## src/rtl/ifa_pkg.sv

```systemverilog
package ifa_pkg;

    localparam int SUM_W      = 16;
    localparam int DIFF_W     = 17;
    localparam int DUTY_W     = 16;
    localparam int GAIN_W     = 2;
    localparam int SW_W       = 2;
    localparam int CFG_IDX_W  = 2;
    localparam int CFG_DATA_W = 16;
    localparam int DIV_STEPS  = 16;
    localparam int DIV_CNT_W  = 4;

    // configuration register indexes
    localparam logic [CFG_IDX_W-1:0] REG_AUTORANGE  = 2'd0;
    localparam logic [CFG_IDX_W-1:0] REG_THRESH_HI  = 2'd1;
    localparam logic [CFG_IDX_W-1:0] REG_THRESH_LO  = 2'd2;
    localparam logic [CFG_IDX_W-1:0] REG_FULL_SCALE = 2'd3;

    localparam logic [CFG_DATA_W-1:0] RST_THRESH_HI  = 16'd20000;
    localparam logic [CFG_DATA_W-1:0] RST_THRESH_LO  = 16'd1800;
    localparam logic [CFG_DATA_W-1:0] RST_FULL_SCALE = 16'd17500;

    // gain steps and switch codes
    localparam logic [GAIN_W-1:0] GAIN_LOW  = 2'd0;
    localparam logic [GAIN_W-1:0] GAIN_MID  = 2'd1;
    localparam logic [GAIN_W-1:0] GAIN_HIGH = 2'd2;
    localparam logic [SW_W-1:0]   SW_KEEP   = 2'd3;

    typedef enum logic [1:0] {
        ST_IDLE,
        ST_PREP,
        ST_DIV,
        ST_LOAD
    } ifa_state_t;

    typedef struct packed {
        logic take_item;
        logic prep;
        logic div_step;
        logic load_out;
    } ifa_cmd_t;

    typedef struct packed {
        logic frame_end;
        logic div_last;
        logic out_free;
    } ifa_status_t;

endpackage

```

## src/rtl/ifa_ctrl.sv

```systemverilog
module ifa_ctrl (
    input  logic                 aclk,
    input  logic                 aresetn,
    input  logic                 s_valid,
    output logic                 s_ready,
    input  ifa_pkg::ifa_status_t status,
    output ifa_pkg::ifa_cmd_t    cmd
);

    ifa_pkg::ifa_state_t state_reg;
    ifa_pkg::ifa_state_t state_next;

    always_ff @(posedge aclk) begin
        if (!aresetn) begin
            state_reg <= ifa_pkg::ST_IDLE;
        end else begin
            state_reg <= state_next;
        end
    end

    always_comb begin
        state_next = state_reg;
        cmd        = '0;
        s_ready    = 1'b0;
        case (state_reg)
            ifa_pkg::ST_IDLE: begin
                s_ready = 1'b1;
                if (s_valid) begin
                    cmd.take_item = 1'b1;
                    if (status.frame_end) begin
                        state_next = ifa_pkg::ST_PREP;
                    end
                end
            end
            ifa_pkg::ST_PREP: begin
                cmd.prep   = 1'b1;
                state_next = ifa_pkg::ST_DIV;
            end
            ifa_pkg::ST_DIV: begin
                cmd.div_step = 1'b1;
                if (status.div_last) begin
                    state_next = ifa_pkg::ST_LOAD;
                end
            end
            ifa_pkg::ST_LOAD: begin
                // hold until the output register is free
                if (status.out_free) begin
                    cmd.load_out = 1'b1;
                    state_next   = ifa_pkg::ST_IDLE;
                end
            end
            default: begin
                state_next = ifa_pkg::ST_IDLE;
            end
        endcase
    end

endmodule

```

## src/rtl/ifa_datapath.sv

```systemverilog
module ifa_datapath #(
    parameter int PAIRS_PER_FRAME = 15,
    parameter int ADC_BITS        = 12
) (
    input  logic                                  aclk,
    input  logic                                  aresetn,
    input  logic [ADC_BITS-1:0]                   s_adc_reading,
    input  logic [ifa_pkg::SW_W-1:0]              s_switch_code,
    input  logic                                  cfg_valid,
    input  logic [ifa_pkg::CFG_IDX_W-1:0]         cfg_index,
    input  logic [ifa_pkg::CFG_DATA_W-1:0]        cfg_data,
    input  ifa_pkg::ifa_cmd_t                     cmd,
    output ifa_pkg::ifa_status_t                  status,
    output logic                                  m_valid,
    input  logic                                  m_ready,
    output logic [ifa_pkg::SUM_W-1:0]             m_baseline_sum,
    output logic [ifa_pkg::SUM_W-1:0]             m_value_sum,
    output logic signed [ifa_pkg::DIFF_W-1:0]     m_difference_sum,
    output logic [ifa_pkg::GAIN_W-1:0]            m_frame_gain,
    output logic [ifa_pkg::GAIN_W-1:0]            m_next_gain,
    output logic [ifa_pkg::DUTY_W-1:0]            m_pwm_duty
);

    localparam int CNT_W = (PAIRS_PER_FRAME > 1) ? $clog2(PAIRS_PER_FRAME) : 1;
    localparam logic [CNT_W-1:0] LAST_PAIR = CNT_W'(PAIRS_PER_FRAME - 1);
    localparam int SUM_W  = ifa_pkg::SUM_W;
    localparam int DIFF_W = ifa_pkg::DIFF_W;
    localparam int DUTY_W = ifa_pkg::DUTY_W;

    // configuration
    logic                          autorange_reg;
    logic [ifa_pkg::CFG_DATA_W-1:0] thresh_hi_reg;
    logic [ifa_pkg::CFG_DATA_W-1:0] thresh_lo_reg;
    logic [ifa_pkg::CFG_DATA_W-1:0] full_scale_reg;

    // frame state
    logic                          expect_base_reg;
    logic [ADC_BITS-1:0]           held_base_reg;
    logic [SUM_W-1:0]              base_acc_reg;
    logic [SUM_W-1:0]              value_acc_reg;
    logic [DIFF_W-1:0]             diff_acc_reg;
    logic [CNT_W-1:0]              pair_cnt_reg;
    logic [ifa_pkg::GAIN_W-1:0]    gain_reg;
    logic [ifa_pkg::SW_W-1:0]      sw_reg;
    logic [ifa_pkg::GAIN_W-1:0]    next_gain_reg;

    // divider
    logic [DUTY_W-1:0]             rem_reg;
    logic [DUTY_W-1:0]             quot_reg;
    logic [ifa_pkg::DIV_CNT_W-1:0] div_cnt_reg;

    logic                          m_valid_reg;

    logic [DUTY_W-1:0]             fs_eff;
    logic signed [DIFF_W:0]        diff_ext;
    logic [DUTY_W-1:0]             clamp_c;
    logic [2*DUTY_W-1:0]           numer;
    logic [ifa_pkg::GAIN_W-1:0]    gain_next;
    logic [DUTY_W:0]               trial;
    logic                          trial_ge;

    assign fs_eff   = (full_scale_reg == '0) ? DUTY_W'(1) : full_scale_reg;
    assign diff_ext = $signed({diff_acc_reg[DIFF_W-1], diff_acc_reg});

    always_comb begin
        if (diff_acc_reg[DIFF_W-1] || diff_acc_reg == '0) begin
            clamp_c = '0;
        end else if (diff_acc_reg[DUTY_W-1:0] >= fs_eff) begin
            clamp_c = fs_eff;
        end else begin
            clamp_c = diff_acc_reg[DUTY_W-1:0];
        end
        // c * 65535 + fs / 2, built without a multiplier
        numer = {clamp_c, {DUTY_W{1'b0}}} - (2*DUTY_W)'(clamp_c)
              + (2*DUTY_W)'(fs_eff >> 1);
    end

    always_comb begin
        gain_next = gain_reg;
        if (autorange_reg) begin
            if (diff_ext > $signed({2'b00, thresh_hi_reg})) begin
                gain_next = (gain_reg == ifa_pkg::GAIN_HIGH) ? ifa_pkg::GAIN_MID
                                                             : ifa_pkg::GAIN_LOW;
            end else if (diff_ext < $signed({2'b00, thresh_lo_reg})) begin
                gain_next = (gain_reg == ifa_pkg::GAIN_LOW) ? ifa_pkg::GAIN_MID
                                                            : ifa_pkg::GAIN_HIGH;
            end
        end else if (sw_reg != ifa_pkg::SW_KEEP) begin
            gain_next = sw_reg;
        end
    end

    // one restoring step: quotient bits shift in at the bottom of quot_reg
    assign trial    = {rem_reg, quot_reg[DUTY_W-1]};
    assign trial_ge = trial >= {1'b0, fs_eff};

    assign status.frame_end = !expect_base_reg && (pair_cnt_reg == LAST_PAIR);
    assign status.div_last  = div_cnt_reg == ifa_pkg::DIV_CNT_W'(ifa_pkg::DIV_STEPS - 1);
    assign status.out_free  = !m_valid_reg || m_ready;

    always_ff @(posedge aclk) begin
        if (!aresetn) begin
            autorange_reg  <= 1'b1;
            thresh_hi_reg  <= ifa_pkg::RST_THRESH_HI;
            thresh_lo_reg  <= ifa_pkg::RST_THRESH_LO;
            full_scale_reg <= ifa_pkg::RST_FULL_SCALE;
        end else if (cfg_valid) begin
            case (cfg_index)
                ifa_pkg::REG_AUTORANGE:  autorange_reg  <= cfg_data[0];
                ifa_pkg::REG_THRESH_HI:  thresh_hi_reg  <= cfg_data;
                ifa_pkg::REG_THRESH_LO:  thresh_lo_reg  <= cfg_data;
                ifa_pkg::REG_FULL_SCALE: full_scale_reg <= cfg_data;
                default: ;
            endcase
        end
    end

    always_ff @(posedge aclk) begin
        if (!aresetn) begin
            expect_base_reg <= 1'b1;
            held_base_reg   <= '0;
            base_acc_reg    <= '0;
            value_acc_reg   <= '0;
            diff_acc_reg    <= '0;
            pair_cnt_reg    <= '0;
            gain_reg        <= ifa_pkg::GAIN_MID;
        end else if (cmd.take_item) begin
            if (expect_base_reg) begin
                held_base_reg   <= s_adc_reading;
                expect_base_reg <= 1'b0;
            end else begin
                expect_base_reg <= 1'b1;
                base_acc_reg    <= base_acc_reg + SUM_W'(held_base_reg);
                value_acc_reg   <= value_acc_reg + SUM_W'(s_adc_reading);
                diff_acc_reg    <= diff_acc_reg + DIFF_W'(s_adc_reading)
                                 - DIFF_W'(held_base_reg);
                pair_cnt_reg    <= status.frame_end ? '0 : pair_cnt_reg + 1'b1;
            end
        end else if (cmd.load_out) begin
            base_acc_reg  <= '0;
            value_acc_reg <= '0;
            diff_acc_reg  <= '0;
            gain_reg      <= next_gain_reg;
        end
    end

    always_ff @(posedge aclk) begin
        if (cmd.take_item) begin
            sw_reg <= s_switch_code;
        end
        if (cmd.prep) begin
            next_gain_reg <= gain_next;
            rem_reg       <= numer[2*DUTY_W-1:DUTY_W];
            quot_reg      <= numer[DUTY_W-1:0];
            div_cnt_reg   <= '0;
        end else if (cmd.div_step) begin
            rem_reg     <= trial_ge ? DUTY_W'(trial - {1'b0, fs_eff}) : trial[DUTY_W-1:0];
            quot_reg    <= {quot_reg[DUTY_W-2:0], trial_ge};
            div_cnt_reg <= div_cnt_reg + 1'b1;
        end
    end

    always_ff @(posedge aclk) begin
        if (!aresetn) begin
            m_valid_reg <= 1'b0;
        end else if (cmd.load_out) begin
            m_valid_reg <= 1'b1;
        end else if (m_ready) begin
            m_valid_reg <= 1'b0;
        end
    end

    always_ff @(posedge aclk) begin
        if (cmd.load_out) begin
            m_baseline_sum   <= base_acc_reg;
            m_value_sum      <= value_acc_reg;
            m_difference_sum <= $signed(diff_acc_reg);
            m_frame_gain     <= gain_reg;
            m_next_gain      <= next_gain_reg;
            m_pwm_duty       <= quot_reg;
        end
    end

    assign m_valid = m_valid_reg;

endmodule

```

## src/rtl/integrator_frame_autorange_unit.sv

```systemverilog
// Integrator frame accumulator with automatic gain ranging.
// Input channel (s_valid/s_ready): one ADC reading per item, baseline and
// post-sync value alternating, the first item after reset being a baseline.
// s_switch_code is taken from the item that closes a frame when autoranging
// is off. Result channel (m_valid/m_ready): one item per frame of
// PAIRS_PER_FRAME pairs, carrying the three frame sums, the gain used, the
// gain chosen for the next frame and the PWM duty.
// Configuration channel (cfg_valid/cfg_ready, cfg_index, cfg_data): always
// ready; write only while no frame is being closed.
// s_ready stays high after an item that does not close a frame. The
// frame-closing item passes these steps in order before its result is shown:
// accumulate, clamp and form the dividend, the bit-serial duty divider, and
// load the output register; s_ready is low from the clamp step to the load.
// If the receiver stalls, the result holds in the output register and input
// items are still taken until the next frame closes; that frame then waits
// in the load step. Reset (aresetn, synchronous, active low) restores the
// register defaults, mid gain, empty sums and expects a baseline next.
module integrator_frame_autorange_unit #(
    parameter int PAIRS_PER_FRAME = 15,
    parameter int ADC_BITS        = 12
) (
    input  logic                              aclk,
    input  logic                              aresetn,
    input  logic                              s_valid,
    output logic                              s_ready,
    input  logic [ADC_BITS-1:0]               s_adc_reading,
    input  logic [ifa_pkg::SW_W-1:0]          s_switch_code,
    input  logic                              cfg_valid,
    output logic                              cfg_ready,
    input  logic [ifa_pkg::CFG_IDX_W-1:0]     cfg_index,
    input  logic [ifa_pkg::CFG_DATA_W-1:0]    cfg_data,
    output logic                              m_valid,
    input  logic                              m_ready,
    output logic [ifa_pkg::SUM_W-1:0]         m_baseline_sum,
    output logic [ifa_pkg::SUM_W-1:0]         m_value_sum,
    output logic signed [ifa_pkg::DIFF_W-1:0] m_difference_sum,
    output logic [ifa_pkg::GAIN_W-1:0]        m_frame_gain,
    output logic [ifa_pkg::GAIN_W-1:0]        m_next_gain,
    output logic [ifa_pkg::DUTY_W-1:0]        m_pwm_duty
);

    ifa_pkg::ifa_cmd_t    cmd;
    ifa_pkg::ifa_status_t status;

    assign cfg_ready = 1'b1;

    ifa_ctrl u_ctrl (
        .aclk    (aclk),
        .aresetn (aresetn),
        .s_valid (s_valid),
        .s_ready (s_ready),
        .status  (status),
        .cmd     (cmd)
    );

    ifa_datapath #(
        .PAIRS_PER_FRAME (PAIRS_PER_FRAME),
        .ADC_BITS        (ADC_BITS)
    ) u_datapath (
        .aclk             (aclk),
        .aresetn          (aresetn),
        .s_adc_reading    (s_adc_reading),
        .s_switch_code    (s_switch_code),
        .cfg_valid        (cfg_valid),
        .cfg_index        (cfg_index),
        .cfg_data         (cfg_data),
        .cmd              (cmd),
        .status           (status),
        .m_valid          (m_valid),
        .m_ready          (m_ready),
        .m_baseline_sum   (m_baseline_sum),
        .m_value_sum      (m_value_sum),
        .m_difference_sum (m_difference_sum),
        .m_frame_gain     (m_frame_gain),
        .m_next_gain      (m_next_gain),
        .m_pwm_duty       (m_pwm_duty)
    );

endmodule

```

## config.mk

```make
export PLATFORM = sky130hd
export DESIGN_NAME = integrator_frame_autorange_unit
export DESIGN_NICKNAME = d
export VERILOG_FILES = /design/src/rtl/ifa_pkg.sv /design/src/rtl/ifa_ctrl.sv /design/src/rtl/ifa_datapath.sv /design/src/rtl/integrator_frame_autorange_unit.sv
export SDC_FILE = /design/constraint.sdc
export NUM_CORES = 1
export LEC_CHECK = 0
export BUFFER_PORTS_ARGS = -buffer_cell sky130_fd_sc_hd__buf_2
export CAP_MARGIN = 20
export CORE_MARGIN = 2
export CORE_UTILIZATION = 55
export DETAILED_ROUTE_END_ITERATION = 12
export GPL_TIMING_DRIVEN = 1
export PLACE_DENSITY = 0.72
export SLEW_MARGIN = 5
export SYNTH_ARGS = -nofsm -noshare
export SYNTH_HDL_FRONTEND = slang
export SYNTH_SLANG_ARGS = --single-unit
```

## constraint.sdc

```tcl
create_clock -name aclk -period 14.9 [get_ports aclk]
set_input_delay 2.235 -clock aclk [delete_from_list [all_inputs] [get_ports aclk]]
set_output_delay 2.235 -clock aclk [all_outputs]
set_load 0.005 [all_outputs]
```

Word-level counts from Yosys, hierarchy flattened
Index checks and enable logic that the tools add are counted.
- bits in registers: 229
- bits of input ports: 37
- logic and storage cells: 114
- add/sub/neg operators: 9
- $lt $le $gt $ge: 4
- equality and inequality tests: 15
- mux-type cells: 38
- bitwise operators: 2
- reductions and logical operators: 22
- operators by type and width (operator ; count):
    $mux 16 ; 13
    $mux 17 ; 3
    $add 16x12->16 ; 2
    $add 32x15->32 ; 1
    $sub 32x16->32 ; 1
    $mux 2 ; 9
    $add 17x12->17 ; 1
    $ge 17x16->1 ; 1
    $gt 17x17->1 ; 1
    $logic_not 17->1 ; 1
    $lt 17x17->1 ; 1
    $sub 17x12->17 ; 1
    $ge 16x16->1 ; 1
    $logic_not 16->1 ; 1
    $reduce_and 2->1 ; 8
    $sub 16x16->16 ; 1
    $mux 1 ; 11
    $eq 2x2->1 const B ; 5
    $ne 2x2->1 const B ; 5
    $add 4x1->4 const B ; 2
    $eq 4x4->1 const B ; 2
    $pmux 2 s4 ; 1
    $logic_not 2->1 ; 3
    $reduce_bool 2->1 ; 3
    other kinds (8) ; 12

Depth between registers and ports, before layout
Gate-level depths: netlist (run 1).
- depth in word-level cells: 8
- mapped depth: 24

Hierarchy
Synthesis (run 1) repeated with hierarchy kept, for this count alone.
- cells, all modules: 1486
- area total of the unflattened synthesis: 13949.6 µm²
- modules (own cells, without submodules) (module ; times used ; cells each ; area each (µm²) ; seq. area each (µm²)):
    ifa_datapath ; 1 ; 1463 ; 13734.4 ; 5595.4
    ifa_ctrl ; 1 ; 21 ; 203.9 ; 40.0
    integrator_frame_autorange_unit ; 1 ; 2 ; 11.3 ; 0.0

Least setup slack after synthesis (run 1)
No wires, ideal clock.
- path kind: register to register
- from: register u_datapath.full_scale_reg[7] (netlist bit)
- to: register u_datapath.rem_reg[10], data pin
- setup time: 0.180 ns
- arrival: 5.372 ns
- data required time: 14.720 ns
- setup slack: 9.348 ns
- cell stages (with the launch flop): 24
- path buffers: 2
- clock period less this slack: 5.552 ns
- path through: dfxtp_1 > or4_1 > nor3_1 > a31o_2 > ha_1 > o21ai_0 > a221oi_1 > o31ai_2 > a21oi_4 > buf_2 > buf_2 > a21oi_1 > nor2_1 > inv_1 > ha_1 > nor2b_1 > o31ai_1 > a211oi_1 > nor2_1 > o22ai_1 > o41a_1 > a2111oi_1 > xor2_1 > a221oi_1
- cells in the longest elaborated chain, start to end: 8
- elaborated cells on any way between the ends: 12
- those cells by class: add/sub (3); order compare (2); mux (6); reduce/logical (1)
- ends and longest elaborated chain (what ; line ; RTL):
    start: declaration ; ifa_datapath.sv:34 ; logic [ifa_pkg::CFG_DATA_W-1:0] full_scale_reg;
    start signal: assignment ; ifa_datapath.sv:106 ; full_scale_reg <= ifa_pkg::RST_FULL_SCALE;
    start signal: assignment ; ifa_datapath.sv:112 ; ifa_pkg::REG_FULL_SCALE: full_scale_reg <= cfg_data;
    $logic_not 16->1 ; ifa_datapath.sv:62 ; assign fs_eff = (full_scale_reg == '0) ? DUTY_W'(1) : full_scale_reg;
    $mux 16 (*) ; ifa_datapath.sv:62 ;
    $ge 16x16->1 ; ifa_datapath.sv:68 ; end else if (diff_acc_reg[DUTY_W-1:0] >= fs_eff) begin
    $mux 16 ; ifa_datapath.sv:68 ;
    $mux 16 ; ifa_datapath.sv:66 ; if (diff_acc_reg[DIFF_W-1] || diff_acc_reg == '0) begin
    $sub 32x16->32 ; ifa_datapath.sv:74 ; numer = {clamp_c, {DUTY_W{1'b0}}} - (2*DUTY_W)'(clamp_c)
    $add 32x15->32 ; ifa_datapath.sv:75 ; + (2*DUTY_W)'(fs_eff >> 1);
    $mux 16 (*) ; ifa_datapath.sv:151 ; if (cmd.prep) begin
    end signal: assignment ; ifa_datapath.sv:153 ; rem_reg <= numer[2*DUTY_W-1:DUTY_W];
    end signal: assignment ; ifa_datapath.sv:157 ; rem_reg <= trial_ge ? DUTY_W'(trial - {1'b0, fs_eff}) : trial[DUTY_W-1:0];
    end: declaration ; ifa_datapath.sv:48 ; logic [DUTY_W-1:0] rem_reg;
Mark *: on every way between the ends. The rest lies on a longest branch, timed or not. The select of a mux whose other input is x is not followed.
A chain may end at the register's enable or synchronous reset.

Final worst setup path (run 1)
Same ends and word-level chain as after synthesis.

==> impl_table.tex, run 1 <==
\begin{tabular}{lr}
\hline
Metric & Value \\
\hline
\multicolumn{2}{l}{\textbf{STA}} \\
\quad Slew headroom & 0.306 \\
\quad Final number of hold-violating endpoints & 0 \\
\quad Max-slew violation count & 0 \\
\quad Max Clk Rate & 0.151 GHz \\
\quad Unrepaired setup endpoints after global routing & no \\
\quad Setup Viol. Count Final & 0 \\
\quad Worst Max-Slew Pin Slew & 1.04 ns \\
\quad Post-route minimum period & 6.61 ns \\
\quad Clock skew & 0.0136 ns \\
\quad Portion of the clock cycle consumed by the worst path in the final layout & 0.444 \\
\quad Final total negative setup slack & 0 ns \\
\multicolumn{2}{l}{\textbf{Logic synthesis}} \\
\quad Async set-reset flop share out of synthesis & 0 \\
\quad Number of synthesized register bits & 229 \\
\quad Area share of the largest cell type after synthesis & 0.229 \\
\quad Top cells by area in the synthesized netlist & sky130\_fd\_sc\_hd\_\_edfxtp\_1, sky130\_fd\_sc\_hd\_\_dfxtp\_1, sky130\_fd\_sc\_hd\_\_ha\_1 \\
\quad Prevailing post-synth register cell & sky130\_fd\_sc\_hd\_\_dfxtp\_1 \\
\quad Gate count after technology mapping & 1497 \\
\quad Leading area contributor after synthesis & sky130\_fd\_sc\_hd\_\_edfxtp\_1 \\
\quad Number of warnings printed during yosys synthesis & 0 \\
\quad Post-synthesis cell area & 13800 µm² \\
\quad Proportion of synthesized chip area in sequential cells & 0.408 \\
\quad EDFF count, synth & 105 \\
\quad Post-Syn Area per Cell & 9.22 µm² \\
\quad Synth Net Count & 1679 \\
\quad Number of library cell types mapped by synthesis & 77 \\
\multicolumn{2}{l}{\textbf{Drt}} \\
\quad Via/cell ratio & 5.86 \\
\quad Final WL & 36.1 mm \\
\quad Number of nets with antenna violations after detailed routing & 0 \\
\quad TritonRoute pass-1 iters & 5 \\
\quad Routed via count & 11200 \\
\quad Iteration-0 DRC count of the detailed router & 817 \\
\quad Routed wire length per instance & 18.9 µm \\
\quad Final routed DRC violation total & 0 \\
\multicolumn{2}{l}{\textbf{Floorplanning}} \\
\quad Count of standard-cell rows & 57 \\
\quad Area inside the core boundary & 24500 µm² \\
\quad Top Ports & 109 \\
\quad Die area & 26400 µm² \\
\quad Initial core utilization & 0.564 \\
\quad Horiz. Die Dim & 162 µm \\
\quad Chip Height & 162 µm \\
\multicolumn{2}{l}{\textbf{Global route}} \\
\quad Wire length of the first global-routing pass & 56.9 mm \\
\quad GRT overflow & 0 \\
\quad Number of global-route vias before repair & 10700 \\
\quad Pin count of the biggest net entering global routing & 83 \\
\quad GRT Total Usage & 0.274 \\
\quad Number of antenna violations at the first check in global routing & 0 \\
\multicolumn{2}{l}{\textbf{Pwr}} \\
\quad Power, Total & 1.77 mW \\
\quad Leakage component of the power & 6.38 nW \\
\quad Peak ir drop on the vdd network & 0.0937 mV \\
\quad Clk pwr share & 0.358 \\
\quad Net load switching power & 0.548 mW \\
\quad PD cells & 115 nW/µm² \\
\quad Combinational share of power & 0.248 \\
\quad Switching share of power & 0.310 \\
\quad Cell internal pwr & 1.22 mW \\
\quad Flop pwr share & 0.394 \\
\multicolumn{2}{l}{\textbf{Worst setup path}} \\
\quad Worst path bufs/invs & 0 \\
\quad Worst path top cell family by delay & compound AO/OA/AOI/OAI gates \\
\quad Critical path endpoint category & register \\
\quad Critical path startpoint category & register \\
\quad Standard cell with the maximum stage delay on the critical path & sky130\_fd\_sc\_hd\_\_or4\_1 \\
\quad Worst reg2reg setup slack & 8.29 ns \\
\quad Required time of the critical path & 15.24 ns \\
\quad Worst EP arrival & 6.94 ns \\
\quad CP Launch Point & u\_datapath.full\_scale\_reg[7] \\
\quad CP Max Fanout & 15 \\
\quad Maximum cell stage delay along the critical path & 0.80 ns \\
\quad Reg-to-reg critical path startpoint & u\_datapath.full\_scale\_reg[7] \\
\quad Critical path class & reg -> reg \\
\quad Cell Chain, Critical Path & or4\_1 > nor3\_1 > a31o\_2 > ha\_1 > o21ai\_0 > a221oi\_1 > or4\_1 > a21oi\_1 > a21oi\_1 > nor2\_1 > ha\_1 > fa\_1 > nor2b\_1 > o31ai\_1 > a211oi\_1 > nor2\_1 > o22ai\_1 > o41a\_1 > a2111oi\_1 > xor2\_1 > a221oi\_1 \\
\multicolumn{2}{l}{\textbf{Cells and area}} \\
\quad Layout net count & 1754 \\
\quad Summed area of non-filler cells in the final layout & 15400 µm² \\
\quad Proportion of layout cells with a drive suffix above 1 & 0.120 \\
\quad Antenna diodes & 0 \\
\quad Area Growth Syn to Fin & 11.5\% \\
\multicolumn{2}{l}{\textbf{Place}} \\
\quad Number of port buffers & 107 \\
\quad Post-DP HPWL & 26.2 mm \\
\quad Placed cell area & 14600 µm² \\
\quad RePlAce Congestion & 0.915 \\
\multicolumn{2}{l}{\textbf{Hold path}} \\
\quad Origin of the worst min-delay path & u\_datapath.quot\_reg[8] \\
\quad Min-delay worst type & reg -> reg \\
\multicolumn{2}{l}{\textbf{Run status}} \\
\quad Status & completed \\
\multicolumn{2}{l}{\textbf{Clocking}} \\
\quad Number of buffers between clock root and the deepest sink & 3 \\
\quad \# hold bufs at CTS & 0 \\
\quad Number of gates resized after CTS & 0 \\
\quad TritonCTS clock tree & built \\
\quad Number of CTS-inserted buffers & 25 \\
\quad Skew-Pair Late Insertion Delay & 0.53 ns \\
\quad Sinks on the clock net & 229 \\
\quad Clk slew on worst S/H paths & 0.06 ns \\
\quad CTS HTree Levels & 1 \\
\quad Setup fix buffers added after clock tree synthesis & 0 \\
\quad Buffer cell driving the clock tree root & sky130\_fd\_sc\_hd\_\_clkbuf\_16 \\
\multicolumn{2}{l}{\textbf{Flow run}} \\
\quad Max capacitance violation total & 0 \\
\hline
\end{tabular}
[worst paths after layout]
path	to	cells past startpoint
worst min-delay path	u_datapath.m_pwm_duty[8]	0
worst max register to register	u_datapath.rem_reg[10]	21
worst max-delay path	u_datapath.rem_reg[10]	21
worst min register to register	u_datapath.m_pwm_duty[8]	0
[placed cells by master (no fill, tap or decap), drive strengths merged, types with 24 or more instances in the layout]
cell	Yosys	layout
a21boi	45	45
o21ai	45	45
nand2	190	190
buf	12	118
a21oi	112	112
a211oi	24	24
clkbuf	58	27
a21o	24	24
nand3	54	54
xnor2	37	37
ha	129	129
inv	129	130
o211ai	24	24
xor2	28	28
nor2	90	90
edfxtp	105	105
dfxtp	124	124
[Yosys cell counts, types with 28 or more instances]
library cell,count
sky130_fd_sc_hd__a21boi_0,42
sky130_fd_sc_hd__a21oi_1,111
sky130_fd_sc_hd__clkbuf_1,58
sky130_fd_sc_hd__dfxtp_1,124
sky130_fd_sc_hd__edfxtp_1,105
sky130_fd_sc_hd__ha_1,129
sky130_fd_sc_hd__inv_1,129
sky130_fd_sc_hd__nand2_1,190
sky130_fd_sc_hd__nand3_1,54
sky130_fd_sc_hd__nor2_1,90
sky130_fd_sc_hd__o21ai_0,42
sky130_fd_sc_hd__xnor2_1,37
sky130_fd_sc_hd__xor2_1,28
[routing by layer]
layer | vias to the layer above | GRT usage | share of wire
met2 | 376 | 0.432 | 0.45
met5 | - | 0 | 0
li1 | 5485 | - | -
met3 | 65 | 0.0458 | 0.076
met1 | 5297 | 0.393 | 0.45
met4 | 0 | 0.0700 | 0.022
[per-stage QoR]
| stage | utilization | cells | hold slack, ns | setup slack, ns |
|---|---|---|---|---|
| finish | 0.629 | 1915 | 0.446 | 8.29 |
| global route | 0.629 | 1915 | 0.464 | 7.96 |
| CTS | 0.629 | 1915 | 0.445 | 8.42 |
| detailed placement | 0.595 | 1869 | 0.431 | 8.46 |
| global placement | 0.595 | 1869 | 0.429 | 8.75 |
| floorplan | - | 1497 | 0.421 | 9.35 |
[kinds of logic after synthesis]
| group | synth area share |
|---|---|
| AND/OR/NAND/NOR | 0.154 |
| AO/OA/AOI/OAI | 0.180 |
| flip-flops | 0.408 |
| buffers and inverters | 0.0550 |
| adder cells (fa/ha/maj) | 0.140 |
| XOR/XNOR | 0.0413 |
| multiplexers | 0.0209 |
| other | 0.000272 |
[power by group through the flow]
stage | clock (mW) | sequential [mW] | combinational [mW]
floorplan | 0 | 0.696 | 0.329
global placement | 0 | 0.709 | 0.419
detailed placement | 0 | 0.709 | 0.426
CTS | 0.643 | 0.696 | 0.431
global route | 0.664 | 0.698 | 0.488
finish | 0.632 | 0.697 | 0.438
[layout make-up]
type	instances	area (µm²)
Tap cell	324	405
Clock buffer	27	633
Clock inverter	19	195
Sequential cell	229	5640
Fill cell	2080	9070
Timing Repair Buffer	118	618
Inverter	130	488
Multi-Input combinational cell	1068	7410
Note: power is estimated with default switching activity, not from simulation.
==> inputs of run 2 (changes only) <==
--- a/config.mk
+++ b/config.mk
@@ -11,7 +11,7 @@
 export CORE_UTILIZATION = 55
 export DETAILED_ROUTE_END_ITERATION = 12
 export GPL_TIMING_DRIVEN = 1
-export PLACE_DENSITY = 0.72
+export PLACE_DENSITY = 0.75
 export SLEW_MARGIN = 5
 export SYNTH_ARGS = -nofsm -noshare
 export SYNTH_HDL_FRONTEND = slang
==> constraint.sdc (replaced) <==
create_clock -name aclk -period 5.7 [get_ports aclk]
set_input_delay 0.855 -clock aclk [delete_from_list [all_inputs] [get_ports aclk]]
set_output_delay 0.855 -clock aclk [all_outputs]
set_load 0.005 [all_outputs]
==> impl_table.tex, run 2 (same netlist as run 1, synthesis figures left out) <==
\begin{tabular}{lr}
\hline
Metric & Value \\
\hline
\multicolumn{2}{l}{\textbf{Drt}} \\
\quad TritonRoute pass-1 iters & 7 (+2) \\
\quad Final WL & 36.9 mm (+2.1\%) \\
\quad Final routed DRC violation total & 0 (unchanged) \\
\quad Iteration-0 DRC count of the detailed router & 892 (+9.2\%) \\
\quad Via/cell ratio & 5.89 (+0.55\%) \\
\quad Number of nets with antenna violations after detailed routing & 0 (unchanged) \\
\quad Routed via count & 11500 (+2.5\%) \\
\quad Routed wire length per instance & 18.9 µm (+0.11\%) \\
\multicolumn{2}{l}{\textbf{Floorplanning}} \\
\quad Area inside the core boundary & 24500 µm² (unchanged) \\
\quad Chip Height & 162 µm (unchanged) \\
\quad Top Ports & 109 (unchanged) \\
\quad Count of standard-cell rows & 57 (unchanged) \\
\quad Die area & 26400 µm² (unchanged) \\
\quad Initial core utilization & 0.564 (unchanged) \\
\quad Horiz. Die Dim & 162 µm (unchanged) \\
\multicolumn{2}{l}{\textbf{Hold path}} \\
\quad Min-delay worst type & reg -> reg \\
\quad Destination of the worst hold path & u\_datapath.m\_pwm\_duty[1] \\
\quad Origin of the worst min-delay path & u\_datapath.quot\_reg[1] \\
\quad Hold Path Depth & 0 (unchanged) \\
\multicolumn{2}{l}{\textbf{Worst setup path}} \\
\quad Maximum cell stage delay along the critical path & 0.59 ns (-0.21 ns) \\
\quad Worst path top cell family by delay & compound AO/OA/AOI/OAI gates \\
\quad Depth of the most critical reg-to-reg path & 22 (+4.8\%) \\
\quad Critical path endpoint category & register \\
\quad Required time of the critical path & 5.98 ns (-9.26 ns) \\
\quad Worst reg2reg setup slack & 0.21 ns (-8.08 ns) \\
\quad Cell Chain, Critical Path & or4\_1 > nor3\_2 > a31o\_2 > ha\_1 > o21ai\_0 > a221oi\_1 > o31ai\_2 > a21oi\_4 > buf\_4 > mux2i\_1 > and2\_1 > inv\_1 > ha\_1 > o21a\_1 > o31ai\_2 > a211oi\_1 > nor2\_1 > o22ai\_2 > o41a\_1 > a21boi\_1 > a21oi\_1 > o31a\_1 \\
\quad Critical path startpoint category & register \\
\quad Standard cell with the maximum stage delay on the critical path & sky130\_fd\_sc\_hd\_\_or4\_1 \\
\quad Endpoint of the worst-slack reg-to-reg timing path & u\_datapath.rem\_reg[14] \\
\quad Worst path bufs/invs & 2 (+2) \\
\quad Worst EP arrival & 5.77 ns (-1.17 ns) \\
\quad Critical path class & reg -> reg \\
\quad CP Max Fanout & 8 (-7) \\
\quad CP Launch Point & u\_datapath.full\_scale\_reg[9] \\
\quad Reg-to-reg critical path startpoint & u\_datapath.full\_scale\_reg[9] \\
\multicolumn{2}{l}{\textbf{Place}} \\
\quad RePlAce Congestion & 0.975 (+6.5\%) \\
\quad Post-DP HPWL & 27.0 mm (+3.1\%) \\
\quad Number of port buffers & 107 (unchanged) \\
\quad Placed cells & 1899 (+1.6\%) \\
\multicolumn{2}{l}{\textbf{Global route}} \\
\quad Number of global-route vias before repair & 11200 (+4.6\%) \\
\quad Number of antenna violations at the first check in global routing & 0 (unchanged) \\
\quad Wire length of the first global-routing pass & 58.5 mm (+2.8\%) \\
\quad GRT Total Usage & 0.281 (+0.00700) \\
\quad GRT overflow & 0 (unchanged) \\
\quad Pin count of the biggest net entering global routing & 71 (-14\%) \\
\multicolumn{2}{l}{\textbf{Cells and area}} \\
\quad Non-filler instance count after layout & 1953 (+2.0\%) \\
\quad Proportion of layout cells with a drive suffix above 1 & 0.146 (+0.0261) \\
\quad Most common cell after layout, fill and taps aside & sky130\_fd\_sc\_hd\_\_nand2\_1 \\
\quad Layout net count & 1791 (+2.1\%) \\
\quad Area Growth Syn to Fin & 13.8\% \\
\quad Final core utilization & 0.642 (+0.0128) \\
\quad Most frequent cells in the layout & sky130\_fd\_sc\_hd\_\_nand2\_1, sky130\_fd\_sc\_hd\_\_inv\_1, sky130\_fd\_sc\_hd\_\_ha\_1, sky130\_fd\_sc\_hd\_\_dfxtp\_1, sky130\_fd\_sc\_hd\_\_a21oi\_1 \\
\quad Fillers & 2017 (-3.0\%) \\
\quad Antenna diodes & 0 (unchanged) \\
\multicolumn{2}{l}{\textbf{Run status}} \\
\quad Status & completed \\
\multicolumn{2}{l}{\textbf{STA}} \\
\quad Portion of the clock cycle consumed by the worst path in the final layout & 0.963 (+0.520) \\
\quad Clock skew & 0.0301 ns (+0.0165 ns) \\
\quad Worst Max-Slew Pin Slew & 1.03 ns (-0.00229 ns) \\
\quad Max-slew violation count & 0 (unchanged) \\
\quad Final number of hold-violating endpoints & 0 (unchanged) \\
\quad Fin Hold WS & 0.448 ns (+0.00175 ns) \\
\quad Slew headroom & 0.310 (+0.00408) \\
\quad Post-route minimum period & 5.49 ns (-1.12 ns) \\
\quad Setup Viol. Count Final & 0 (unchanged) \\
\quad Final total negative setup slack & 0 ns (unchanged) \\
\quad Max Clk Rate & 0.182 GHz (+20\%) \\
\multicolumn{2}{l}{\textbf{Pwr}} \\
\quad Net load switching power & 1.46 mW (+170\%) \\
\quad Peak ir drop on the vdd network & 0.220 mV (+140\%) \\
\quad Switching share of power & 0.311 (+0.00122) \\
\quad Cell internal pwr & 3.22 mW (+160\%) \\
\quad PD cells & 298 nW/µm² (+160\%) \\
\quad Flop pwr share & 0.383 (-0.011) \\
\quad Clk pwr share & 0.351 (-0.007) \\
\quad Combinational share of power & 0.267 (+0.019) \\
\quad Leakage component of the power & 6.59 nW (+3.3\%) \\
\multicolumn{2}{l}{\textbf{Clocking}} \\
\quad Number of CTS-inserted buffers & 26 (+4.0\%) \\
\quad Sinks on the clock net & 229 (unchanged) \\
\quad Buffer cell driving the clock tree root & sky130\_fd\_sc\_hd\_\_clkbuf\_16 \\
\quad CTS HTree Levels & 1 (unchanged) \\
\quad Skew-Pair Late Insertion Delay & 0.55 ns (+0.02 ns) \\
\quad TritonCTS clock tree & built \\
\quad Clk slew on worst S/H paths & 0.06 ns (about the same) \\
\quad Number of buffers between clock root and the deepest sink & 3 (unchanged) \\
\multicolumn{2}{l}{\textbf{Flow run}} \\
\quad Max capacitance violation total & 0 (unchanged) \\
\hline
\end{tabular}
[run 2: cell types whose count changed in the layout (fill, tap and decap cells not counted), moves of 2 or more]
cell / change
sky130_fd_sc_hd__nor3_2: +2
sky130_fd_sc_hd__clkbuf_1: +4
sky130_fd_sc_hd__bufinv_16: -2
sky130_fd_sc_hd__nor3_1: -2
sky130_fd_sc_hd__clkinv_2: +2
sky130_fd_sc_hd__buf_4: +36
sky130_fd_sc_hd__clkinv_1: -5
sky130_fd_sc_hd__clkbuf_8: +2
[run 2: stage by stage]
step           setup WS, ns  total power [mW]  area [µm²]
2_1_floorplan         0.148              2.68       13800
3_3_place_gp          0.329              3.00       14800
3_5_place_dp          0.139              3.02       14800
4_1_cts               0.106              4.66       15600
5_1_grt             -0.0680              4.91       15700
6_report              0.210              4.68       15700
[run 2: how the worst max path moves through the flow]
| stage | depth (start not counted) | endpoint |
|---|---|---|
| 6_report | 22 | u_datapath.rem_reg[14] |
| 5_1_grt | 21 | u_datapath.rem_reg[10] |
| 4_1_cts | 22 | u_datapath.rem_reg[5] |
| 3_5_place_dp | 22 | u_datapath.rem_reg[5] |
| 3_3_place_gp | 21 | u_datapath.rem_reg[10] |
| 2_1_floorplan | 23 | u_datapath.rem_reg[10] |
[run 2: final cells by class]
cell class,count,area (µm²),share of cell area
Multi-Input combinational cell,1068,7450,0.474
Sequential cell,229,5640,0.359
Timing Repair Buffer,154,888,0.0566
Clock buffer,34,701,0.0446
Inverter,130,488,0.0311
Tap cell,324,405,0.0258
Clock inverter,14,136,0.00868
[run 2: layer usage]
metal | share of wire | global-route usage
met5 | 0 | 0
met3 | 0.075 | 0.0425
met1 | 0.46 | 0.403
met2 | 0.44 | 0.438
met4 | 0.029 | 0.0877
[run 2: power groups by stage]
stage / clock network, mW / registers (mW) / logic [mW]
2_1_floorplan: 0 / 1.82 / 0.860
3_3_place_gp: 0 / 1.82 / 1.18
3_5_place_dp: 0 / 1.83 / 1.19
4_1_cts: 1.67 / 1.79 / 1.20
5_1_grt: 1.73 / 1.79 / 1.39
6_report: 1.64 / 1.79 / 1.25
[run 2: worst register-to-register path, cell delays in order (launching register included)]
cell	delay [ns]
sky130_fd_sc_hd__dfxtp_1	0.36
sky130_fd_sc_hd__or4_1	0.60
sky130_fd_sc_hd__nor3_2	0.22
sky130_fd_sc_hd__a31o_2	0.21
sky130_fd_sc_hd__ha_1	0.12
sky130_fd_sc_hd__o21ai_0	0.08
sky130_fd_sc_hd__a221oi_1	0.38
sky130_fd_sc_hd__o31ai_2	0.15
sky130_fd_sc_hd__a21oi_4	0.30
sky130_fd_sc_hd__buf_4	0.18
sky130_fd_sc_hd__mux2i_1	0.16
sky130_fd_sc_hd__and2_1	0.25
sky130_fd_sc_hd__inv_1	0.07
sky130_fd_sc_hd__ha_1	0.32
sky130_fd_sc_hd__o21a_1	0.14
sky130_fd_sc_hd__o31ai_2	0.07
sky130_fd_sc_hd__a211oi_1	0.13
sky130_fd_sc_hd__nor2_1	0.18
sky130_fd_sc_hd__o22ai_2	0.12
sky130_fd_sc_hd__o41a_1	0.42
sky130_fd_sc_hd__a21boi_1	0.43
sky130_fd_sc_hd__a21oi_1	0.12
sky130_fd_sc_hd__o31a_1	0.25
[run 2: repair_timing]
item | in CTS | in global routing
setup buffers | 0 | 6
setup endpoints to repair | 0 | 12
gates resized for setup | 0 | 8
hold buffers | 0 | 0
